==> src/hdl/fitg_pkg.sv <==
// ----------------------------------------------------------------------------
// fitg_pkg
// Shared types and constants of the impulse-train generator: phase width,
// fixed-point scaling, register indexes, controller states and the command
// and status groups between the controller and the datapath.
// ----------------------------------------------------------------------------
package fitg_pkg;

  localparam int PHASE_BITS = 32;
  localparam int CFG_W      = 32;
  localparam int GAIN_W     = 16;
  localparam int FM_W       = 16;
  localparam int MAG_W      = FM_W + 1;
  localparam int PROD_W     = 31;
  localparam int Q_SHIFT    = 27;
  localparam int DIV_W      = 32;
  localparam int DIV_STEPS  = PHASE_BITS;
  localparam int CNT_W      = $clog2(DIV_STEPS);
  localparam int OUT_W      = 15;
  localparam int REG_IDX_W  = 2;

  localparam logic [DIV_W-1:0]      ONE_Q          = DIV_W'(1) << Q_SHIFT;
  localparam logic [OUT_W-1:0]      IMPULSE_LEVEL  = OUT_W'(32440);
  localparam logic [CFG_W-1:0]      BASE_RESET     = CFG_W'(89478);
  localparam logic [GAIN_W-1:0]     GAIN_RESET     = '0;
  localparam logic                  ENABLE_RESET   = 1'b1;

  localparam logic [REG_IDX_W-1:0]  REG_BASE_INC   = 2'd0;
  localparam logic [REG_IDX_W-1:0]  REG_FM_GAIN    = 2'd1;
  localparam logic [REG_IDX_W-1:0]  REG_FM_ENABLE  = 2'd2;

  typedef enum logic [4:0] {
    S_IDLE = 5'b00001,
    S_MAG  = 5'b00010,
    S_MUL  = 5'b00100,
    S_DIV  = 5'b01000,
    S_FIN  = 5'b10000
  } state_t;

  typedef enum logic [1:0] {
    K_BYPASS = 2'd0,
    K_POS    = 2'd1,
    K_NEG    = 2'd2
  } kind_t;

  typedef struct packed {
    logic load;
    logic mag;
    logic mul;
    logic div_step;
    logic fin;
  } cmd_t;

  typedef struct packed {
    kind_t kind;
  } status_t;

endpackage

==> src/hdl/fm_impulse_train_generator_top.sv <==
// ----------------------------------------------------------------------------
// fm_impulse_train_generator_top
// Impulse-train oscillator with a phase accumulator and bipolar FM of the
// phase increment.
//
//   channel   signals                         payload
//   input     in_valid / in_stall             fm_sample
//   output    out_valid / out_stall           sample_out, impulse
//   config    wr_en / wr_index / wr_data      base_increment, fm_gain, fm_enable
//
// an item with positive, zero or disabled FM steps through magnitude,
// multiply and finish; one with negative FM also passes the restoring
// divider between multiply and finish, at one quotient bit per cycle
// reset is synchronous: phase to zero, registers to their defaults
// a stalled output holds its item; the next item is taken meanwhile and
// waits in its finish step until the output register frees
// ----------------------------------------------------------------------------
module fm_impulse_train_generator_top
  import fitg_pkg::*;
(
  input  logic                   clk,
  input  logic                   rst,
  input  logic                   wr_en,
  input  logic [REG_IDX_W-1:0]   wr_index,
  input  logic [CFG_W-1:0]       wr_data,
  input  logic                   in_valid,
  output logic                   in_stall,
  input  logic signed [FM_W-1:0] fm_sample,
  output logic                   out_valid,
  input  logic                   out_stall,
  output logic [OUT_W-1:0]       sample_out,
  output logic                   impulse
);

  cmd_t    cmd;
  status_t status;

  fitg_ctrl u_ctrl (
    .clk       (clk),
    .rst       (rst),
    .in_valid  (in_valid),
    .in_stall  (in_stall),
    .out_valid (out_valid),
    .out_stall (out_stall),
    .status    (status),
    .cmd       (cmd)
  );

  fitg_datapath u_datapath (
    .clk        (clk),
    .rst        (rst),
    .wr_en      (wr_en),
    .wr_index   (wr_index),
    .wr_data    (wr_data),
    .fm_sample  (fm_sample),
    .cmd        (cmd),
    .status     (status),
    .sample_out (sample_out),
    .impulse    (impulse)
  );

`ifndef SYNTHESIS
  assert property (@(posedge clk) disable iff (rst)
    (in_valid && !in_stall) |=> in_stall)
    else $error("accepted item did not make the block busy");

  assert property (@(posedge clk) disable iff (rst)
    cmd.fin |-> (!out_valid || !out_stall))
    else $error("result overwrote a pending output item");

  assert property (@(posedge clk) disable iff (rst)
    cmd.fin |=> out_valid)
    else $error("finished item not presented");

  assert property (@(posedge clk) disable iff (rst)
    out_valid |-> ((impulse && sample_out == IMPULSE_LEVEL) ||
                   (!impulse && sample_out == '0)))
    else $error("sample level disagrees with impulse flag");
`endif

endmodule

==> src/hdl/fitg_ctrl.sv <==
// ----------------------------------------------------------------------------
// fitg_ctrl
// Controller of the impulse-train generator: steps one item through the
// magnitude, multiply, divide (negative FM only) and finish phases and owns the output valid.
// ----------------------------------------------------------------------------
module fitg_ctrl
  import fitg_pkg::*;
(
  input  logic    clk,
  input  logic    rst,
  input  logic    in_valid,
  output logic    in_stall,
  output logic    out_valid,
  input  logic    out_stall,
  input  status_t status,
  output cmd_t    cmd
);

  state_t           state;
  state_t           state_next;
  logic [CNT_W-1:0] count;
  logic             out_free;

  assign in_stall = (state != S_IDLE);
  assign out_free = !out_valid || !out_stall;

  always_comb begin
    state_next   = state;
    cmd          = '0;
    case (state)
      S_IDLE: begin
        if (in_valid) begin
          cmd.load   = 1'b1;
          state_next = S_MAG;
        end
      end
      S_MAG: begin
        cmd.mag    = 1'b1;
        state_next = S_MUL;
      end
      S_MUL: begin
        cmd.mul    = 1'b1;
        state_next = (status.kind == K_NEG) ? S_DIV : S_FIN;
      end
      S_DIV: begin
        cmd.div_step = 1'b1;
        if (count == CNT_W'(DIV_STEPS - 1)) begin
          state_next = S_FIN;
        end
      end
      S_FIN: begin
        if (out_free) begin
          cmd.fin    = 1'b1;
          state_next = S_IDLE;
        end
      end
      default: begin
        state_next = S_IDLE;
      end
    endcase
  end

  always_ff @(posedge clk) begin
    if (rst) begin
      state     <= S_IDLE;
      count     <= '0;
      out_valid <= 1'b0;
    end else begin
      state <= state_next;
      if (state == S_DIV) begin
        count <= count + CNT_W'(1);
      end else begin
        count <= '0;
      end
      if (cmd.fin) begin
        out_valid <= 1'b1;
      end else if (!out_stall) begin
        out_valid <= 1'b0;
      end
    end
  end

endmodule

==> src/hdl/fitg_datapath.sv <==
// ----------------------------------------------------------------------------
// fitg_datapath
// Datapath of the impulse-train generator: configuration registers, FM
// magnitude and gain product, increment multiply, restoring divider, phase
// accumulator and output register.
// ----------------------------------------------------------------------------
module fitg_datapath
  import fitg_pkg::*;
(
  input  logic                  clk,
  input  logic                  rst,
  input  logic                  wr_en,
  input  logic [REG_IDX_W-1:0]  wr_index,
  input  logic [CFG_W-1:0]      wr_data,
  input  logic signed [FM_W-1:0] fm_sample,
  input  cmd_t                  cmd,
  output status_t               status,
  output logic [OUT_W-1:0]      sample_out,
  output logic                  impulse
);

  localparam int PB = PHASE_BITS;

  logic [CFG_W-1:0]          base_increment;
  logic [GAIN_W-1:0]         fm_gain;
  logic                      fm_enable;
  logic [PB-1:0]             phase;

  logic [FM_W-1:0]           fm;
  logic [PROD_W-1:0]         prod;
  logic [PB+DIV_W-1:0]       product;
  logic [DIV_W-1:0]          divisor;
  logic [DIV_W-1:0]          rem;
  logic [PB-1:0]             quo;

  logic [PB+CFG_W-1:0]       base_wide;
  logic [PB-1:0]             base_sat;
  logic [MAG_W-1:0]          mag;
  logic [MAG_W+GAIN_W-1:0]   prod_full;
  logic [DIV_W-1:0]          factor;
  logic [PB+Q_SHIFT-1:0]     dividend;
  logic [DIV_W:0]            trial;
  logic [DIV_W:0]            diff;
  logic                      ge;
  logic                      pos_sat;
  logic [PB-1:0]             pos_inc;
  logic [PB-1:0]             inc;
  logic                      hit;
  kind_t                     kind;

  // base clipped to the phase range
  assign base_wide = {{PB{1'b0}}, base_increment};
  assign base_sat  = ((base_wide >> PB) != '0) ? '1 : base_wide[PB-1:0];

  always_comb begin
    if (!fm_enable || fm == '0) begin
      kind = K_BYPASS;
    end else if (fm[FM_W-1]) begin
      kind = K_NEG;
    end else begin
      kind = K_POS;
    end
  end
  assign status.kind = kind;

  assign mag       = fm[FM_W-1] ? (MAG_W'(1) << FM_W) - {1'b0, fm} : {1'b0, fm};
  assign prod_full = {{GAIN_W{1'b0}}, mag} * {{MAG_W{1'b0}}, fm_gain};
  assign factor    = ONE_Q + {{(DIV_W-PROD_W){1'b0}}, prod};
  assign dividend  = {base_sat, {Q_SHIFT{1'b0}}};

  // one quotient bit per step
  assign trial = {rem, quo[PB-1]};
  assign diff  = trial - {1'b0, divisor};
  assign ge    = (trial >= {1'b0, divisor});

  assign pos_sat = ((product >> (PB + Q_SHIFT)) != '0);
  assign pos_inc = pos_sat ? '1 : product[PB+Q_SHIFT-1:Q_SHIFT];

  always_comb begin
    case (kind)
      K_BYPASS: inc = base_sat;
      K_POS:    inc = pos_inc;
      K_NEG:    inc = quo;
      default:  inc = base_sat;
    endcase
  end
  assign hit = (phase < inc);

  always_ff @(posedge clk) begin
    if (rst) begin
      base_increment <= BASE_RESET;
      fm_gain        <= GAIN_RESET;
      fm_enable      <= ENABLE_RESET;
      phase          <= '0;
    end else begin
      if (wr_en) begin
        case (wr_index)
          REG_BASE_INC:  base_increment <= wr_data;
          REG_FM_GAIN:   fm_gain        <= wr_data[GAIN_W-1:0];
          REG_FM_ENABLE: fm_enable      <= wr_data[0];
          default: begin
          end
        endcase
      end
      if (cmd.fin) begin
        phase <= phase + inc;
      end
    end
  end

  always_ff @(posedge clk) begin
    if (cmd.load) begin
      fm <= fm_sample;
    end
    if (cmd.mag) begin
      prod <= prod_full[PROD_W-1:0];
    end
    if (cmd.mul) begin
      product <= {{DIV_W{1'b0}}, base_sat} * {{PB{1'b0}}, factor};
      divisor <= factor;
      rem     <= {{(DIV_W-Q_SHIFT){1'b0}}, dividend[PB+Q_SHIFT-1:PB]};
      quo     <= dividend[PB-1:0];
    end else if (cmd.div_step) begin
      rem <= ge ? diff[DIV_W-1:0] : trial[DIV_W-1:0];
      quo <= {quo[PB-2:0], ge};
    end
    if (cmd.fin) begin
      sample_out <= hit ? IMPULSE_LEVEL : '0;
      impulse    <= hit;
    end
  end

endmodule
==> config.mk <==
export PLATFORM = sky130hd
export DESIGN_NAME = fm_impulse_train_generator_top
export DESIGN_NICKNAME = d
export VERILOG_FILES = /design/src/hdl/fitg_pkg.sv /design/src/hdl/fm_impulse_train_generator_top.sv /design/src/hdl/fitg_ctrl.sv /design/src/hdl/fitg_datapath.sv
export SDC_FILE = /design/constraint.sdc
export NUM_CORES = 2
export LEC_CHECK = 0
export BUFFER_PORTS_ARGS = -buffer_cell sky130_fd_sc_hd__buf_2
export CAP_MARGIN = 10
export CORE_MARGIN = 5
export CORE_UTILIZATION = 39
export CTS_BUF_LIST = sky130_fd_sc_hd__clkbuf_4
export CTS_CLUSTER_DIAMETER = 40
export DETAILED_ROUTE_END_ITERATION = 10
export SKIP_CTS_REPAIR_TIMING = 1
export SYNTH_ARGS = -nofsm -noshare
export SYNTH_HDL_FRONTEND = slang
export SYNTH_SLANG_ARGS = --single-unit
==> constraint.sdc <==
create_clock -name clk -period 9 [get_ports clk]
set_input_delay 0 -clock clk [delete_from_list [all_inputs] [get_ports clk]]
set_output_delay 0 -clock clk [all_outputs]
set_load 0.01 [all_outputs]
* Yosys cells after proc, flatten, opt, wreduce, memory -nomap -nowiden
Index checks and enable logic that the tools add are counted.
** Word-level totals
- Input port bits :: 55
- Word-level logic and storage cells :: 81
- Output and inout port bits :: 18
- Bits in registers :: 315
** Operators by class
- Reduce and logical (&&, ||, !) cells :: 14
- Bitwise gates (word level) :: 1
- Equality and inequality tests :: 15
- Magnitude comparators :: 2
- Multiplexer cells :: 25
- $mul :: 2
- $add $sub $neg :: 5
** Operators with widths (number)
- $mux 32 :: 4
- $mul 32x32->64 :: 1
- $pmux 32 s2 :: 1
- $reduce_bool 64->1 :: 1
- $mux 27 :: 2
- $ge 33x32->1 :: 1
- $add 28x31->32 const A :: 1
- $add 32x32->32 :: 1
- $lt 32x32->1 :: 1
- $sub 32x32->32 :: 1
- $mul 17x16->31 :: 1
- $pmux 5 s5 :: 1
- $mux 5 :: 4
- $mux 17 :: 1
- $sub 17x16->17 const A :: 1
- $logic_not 16->1 :: 1
- $mux 15 :: 1
- $eq 5x5->1 const B :: 2
- $mux 1 :: 9
- $ne 2x1->1 const B :: 3
- $reduce_and 2->1 :: 3
- $add 5x1->5 const B :: 1
- $eq 5x1->1 const B :: 1
- $eq 5x2->1 const B :: 1
- 14 further kinds :: 20

* Longest topological paths before layout
- Depth in word-level cells :: 7
- Depth in mapped cells :: 31
- Mapped depth without buffers :: 28

* Hierarchy
From an unflattened synthesis, not the netlist that was laid out.
** Unflattened totals
- Cells, all modules :: 6126
- Area, all modules :: 55205.4 um2
** Modules (own cells, without submodules)
- fitg_datapath :: cells each 6064, times used 1, area each 54649.9 um2, sequential area each 6736.5 um2
- fitg_ctrl :: cells each 62, times used 1, area each 555.5 um2, sequential area each 220.2 um2

* Worst setup path before layout
Ideal clock, no wire load.
- Path kind :: register to register
- Start :: register u_datapath.fm[4]
- End :: register u_datapath.prod[27], data pin
- Buffers on the path :: 1
- Cell stages (with the launch flop) :: 28
- Data required time :: 8741 ps
- Library setup time :: 259 ps
- Arrival :: 7572 ps
- Setup slack :: 1169 ps
- Clock period less this slack :: 7831 ps
- Path through :: edfxtp_1 -> or4_4 -> or3_4 -> or4_4 -> o21ai_0 -> xnor2_1 -> clkbuf_1 -> nand2_1 -> fa_1 -> inv_1 -> fa_1 -> inv_1 -> fa_1 -> inv_1 -> fa_1 -> inv_1 -> fa_1 -> inv_1 -> fa_1 -> ha_1 -> a2111oi_0 -> nand2_1 -> a31oi_1 -> nand4bb_1 -> a31oi_1 -> a21o_1 -> a21oi_1 -> xnor2_1
** Between the ends
- Word-level cells in the longest chain between the ends :: 3
** RTL lines
- from (decl) :: RTL line fitg_datapath.sv:29 : logic [FM_W-1:0] fm;
- from (signal assigned) :: RTL line fitg_datapath.sv:113 : fm <= fm_sample;
- $sub 17x16->17 :: RTL line fitg_datapath.sv:66 : assign mag = fm[FM_W-1] ? (MAG_W'(1) << FM_W) - {1'b0, fm} : {1'b0, fm};
- $mux 17 * :: RTL line fitg_datapath.sv:66
- $mul 17x16->31 * :: RTL line fitg_datapath.sv:67 : assign prod_full = {{GAIN_W{1'b0}}, mag} * {{MAG_W{1'b0}}, fm_gain};
- named net u_datapath.prod_full[27] :: RTL line fitg_datapath.sv:39 : logic [MAG_W+GAIN_W-1:0] prod_full;
- to (signal assigned) :: RTL line fitg_datapath.sv:116 : prod <= prod_full[PROD_W-1:0];
- to (decl) :: RTL line fitg_datapath.sv:30 : logic [PROD_W-1:0] prod;
The timed path passes the listed nets; every way through them passes the cells marked *.
A chain may end at the register's enable or synchronous reset.

* Worst setup path after layout
- Start :: register u_datapath.prod[16]
- End :: register u_datapath.product[48], data pin
** Between the ends
- Word-level cells in the longest chain between the ends :: 2
** RTL lines
- $add 28x31->32 :: RTL line fitg_datapath.sv:68 : assign factor = ONE_Q + {{(DIV_W-PROD_W){1'b0}}, prod};
- $mul 32x32->64 :: RTL line fitg_datapath.sv:119 : product <= {{DIV_W{1'b0}}, base_sat} * {{PB{1'b0}}, factor};
- to (signal assigned) :: RTL line fitg_datapath.sv:119
- to (decl) :: RTL line fitg_datapath.sv:31 : logic [PB+DIV_W-1:0] product;
Every way passes these cells.

==> summary.md <==
| Metric | Value |
|---|---|
| Worst-Margin Slew | `1.261 ns` |
| CP Capture Type | `flop` |
| Clock tree buffer depth | `3` |
| Cell internal pwr | `7.944 mW` |
| H-tree lvl count | `3` |
| Cell with the most instances after synthesis | `inv_1` |
| Global route overflow | `0` |
| Placement Rows | `137` |
| Required time of the critical path | `9.63 ns` |
| Area leader, netlist | `fa_1` |
| DRC | `0` |
| Die area | `148,700 sq um` |
| Clock sink count | `273` |
| Total number of vias | `43,160` |
| Max Cap Viol | `0` |
| Post-synth ARST share | `0%` |
| Setup TNS | `0 ns` |
| Pin count of the biggest net entering global routing | `62` |
| Gpl congestion | `0.9374` |
| Initial antenna violation count | `10` |
| Area share of the largest cell type after synthesis | `40.17%` |
| Fmax | `113.8 MHz` |
| CTS tree | `yes` |
| Nets@finish | `7,893` |
| I/O Buffers | `67` |
| Leakage | `29.08 nW` |
| Yosys cell types | `78` |
| GRT Total Usage | `23.36%` |
| Drt pass-1 iters | `8` |
| Post-synthesis cell count | `6,151` |
| Final Power | `17.65 mW` |
| Slew HR | `15.96%` |
| TritonCTS Buffers | `84` |
| Fin crit period | `8.786 ns` |
| Die Height | `385.6 um` |
| Hold wc startpoint | `wr_data[7]` |
| Synth top area cells | `fa_1, ha_1, inv_1` |
| Max incr delay on CP | `0.88 ns` |
| Core area | `139,900 sq um` |
| Clk pwr share | `7.7%` |
| Post-DP HPWL | `133.0 mm` |
| R2r worst-path depth | `24` |
| Final WL | `171.7 mm` |
| Post-Syn Area | `55,030 sq um` |
| Flop2flop setup slack | `0.21 ns` |
| Synth warnings | `0` |
| Clk slew on worst S/H paths | `0.07 ns` |
| Vias in the first global route | `45,700` |
| Clk_skew | `0.1313 ns` |
| Worst setup SP type | `flop` |
| Synth top cells by count | `inv_1, nand2_1, fa_1, ha_1, and2_1` |
| Status | `complete, no violations` |
| Area growth, synth to finish | `9.766%` |
| Seq. cell area | `6982 sq um` |
| Min-delay worst type | `in -> reg` |
| PwrDens | `292.2 nW/um^2` |
| Worst IR Drop VDD | `753.1 uV` |
| Critical-path top delay cell | `edfxtp_1` |
| Post-route ant nets | `0` |
| Arrival @ worst endpoint | `9.41 ns` |
| Die width | `385.6 um` |
| Final max-slew violation count | `0` |
| Reg2reg end | `u_datapath.product[48]$_DFFE_PP_` |
| First-pass GRT wire length | `266.9 mm` |
| Fillcell total | `13,690` |
| Seq pwr share | `10.5%` |
| Final setup viols | `0` |
| P_sw | `9.704 mW` |
| EDFF count, synth | `149` |
| FF+latch count, synth | `273` |
| Final hold vios | `0` |
| Switching share of power | `54.99%` |
| Initial drt markers | `3,418` |
| Initial core utilization | `39.34%` |
| Wirelength per Cell | `20.85 um` |
| Tcrit/Tclk final | `97.62%` |
| Clock latency on the worst-skew pair | `0.98 ns` |
| Clock Tree Root | `clkbuf_4` |
| Hold Crit Depth | `4` |
| Critical-path cell list | `buf_4 -> and2_1 -> fa_1 -> fa_1 -> inv_1 -> fa_1 -> inv_1 -> fa_1 -> inv_1 -> fa_1 -> inv_1 -> fa_1 -> fa_1 -> fa_1 -> ha_1 -> and4_1 -> nor2b_1 -> nor3_1 -> a21oi_1 -> o2111ai_2 -> a21boi_0 -> o21ai_0 -> a21oi_1 -> xor2_1` |
| Seq/Total Area, Yosys | `12.64%` |
| Worst-path maximum fanout | `14` |
| Setup CP Type | `reg -> reg` |
| IO Count | `73` |
| Comb pwr share | `81.8%` |
| Most used cell along the critical path | `fa_1` |
| Vias per cell | `5.240` |
| Worst r2r src | `u_datapath.prod[16]$_DFFE_PP_` |
| Avg Cell Area, Syn | `8.946 sq um` |
| Worst Hold Path EP | `u_datapath.base_increment[7]$_SDFFE_PP1P_` |
| Most common flop cell mapped by yosys | `edfxtp_1` |
| Layout cells sized above 1 | `7.512%` |
| Multi-input gate area | `41,960 sq um` |
==> final cells by class <==
cell class | instances | share of cell area (%)
Sequential cell | 273 | 11.56
Timing Repair Buffer | 386 | 5.280
Tap cell | 1876 | 3.886
Inverter | 1271 | 7.903
Antenna cell | 10 | 0.04143
Multi-Input combinational cell | 4265 | 69.48
Clock inverter | 42 | 0.4495
Clock buffer | 113 | 1.405
==> cell families after synthesis <==
family,count (synthesis),share of synthesized area (%)
AO/OA/AOI/OAI,604,7.015
XOR/XNOR,130,2.103
adder cells (fa/ha/maj),1557,50.47
buffers and inverters,1630,11.31
flip-flops,273,12.64
multiplexers,10,0.1887
other,2,0.01365
AND/OR/NAND/NOR,1945,16.26
==> power groups by stage <==
stage,combinational [mW],clock (mW),sequential [mW]
after global placement,14.0,0,1.88
after detailed placement,14.2,0,1.88
after CTS,14.3,1.39,1.86
final,14.4,1.36,1.85
after floorplan,9.36,0,1.81
after global routing,16.0,1.45,1.85
==> worst max-delay path by stage <==
stage | start | endpoint | slack (ns) | cells past startpoint
5_1_grt | u_datapath.prod[8]$_DFFE_PP_ | u_datapath.product[48]$_DFFE_PP_ | -0.02 | 24
3_5_place_dp | u_datapath.prod[17]$_DFFE_PP_ | u_datapath.product[52]$_DFFE_PP_ | 0.24 | 23
2_1_floorplan | u_datapath.fm[4]$_DFFE_PP_ | u_datapath.prod[27]$_DFFE_PP_ | 1.17 | 27
4_1_cts | u_datapath.prod[17]$_DFFE_PP_ | u_datapath.product[52]$_DFFE_PP_ | 0.05 | 23
3_3_place_gp | u_datapath.prod[17]$_DFFE_PP_ | u_datapath.product[52]$_DFFE_PP_ | 0.29 | 23
6_report | u_datapath.prod[16]$_DFFE_PP_ | u_datapath.product[48]$_DFFE_PP_ | 0.21 | 24
==> stage by stage <==
step | hold WS (ns) | utilization [%] | setup WS (ns) | cells | area [sq um]
2_1_floorplan | 0.09887 | - | 1.169 | 6168 | 55090
3_3_place_gp | 0.1759 | 41.31 | 0.2857 | 7927 | 57780
3_5_place_dp | 0.1783 | 41.31 | 0.2415 | 7927 | 57780
4_1_cts | -0.8749 | 42.11 | 0.05385 | 8082 | 58900
5_1_grt | -0.02478 | 43.17 | -0.01585 | 8232 | 60390
6_report | 0.04555 | 43.18 | 0.2140 | 8236 | 60400
==> critical path: cells and delay by family (launching register included) <==
family                   cells  cell delay [ns]
AO/OA/AOI/OAI                5             1.61
XOR/XNOR                     1             0.33
adder cells (fa/ha/maj)      9             4.24
buffers and inverters        5             0.56
flip-flops                   1             0.88
AND/OR/NAND/NOR              4             0.83
==> cell usage in the layout, fill, tap and decap left out, drive strengths merged, types with 94 or more instances in the layout <==
cell type,n
xnor2,94
dfxtp,124
a21oi,222
o21ai,112
nor2,117
edfxtp,149
dlygate4sd3,127
nand2,1165
buf,259
inv,1273
fa,1104
ha,453
clkbuf,113
and2,427
==> routing by layer <==
layer	up-vias	wire, um	track usage [%]
li1	18920	-	-
met1	22070	69040	30.13
met2	1736	80320	38.35
met3	431	13530	4.785
met4	6	8771	9.839
met5	-	46	0
==> sequential cells by signal, summed over array words and instances (netlist names) <==
| signal | cells |
|---|---|
| u_datapath.quo | 32 |
| u_ctrl.state | 5 |
| u_datapath.fm_gain | 16 |
| u_datapath.prod | 31 |
| u_datapath.fm | 16 |
| u_datapath.product | 37 |
| u_datapath.divisor | 32 |
| u_ctrl.count | 5 |
| u_datapath.fm_enable | 1 |
| u_datapath.base_increment | 32 |
| u_datapath.sample_out | 1 |
| u_ctrl.out_valid | 1 |
| u_datapath.rem | 32 |
| u_datapath.phase | 32 |
No activity file was read; power rests on OpenSTA's default activity.
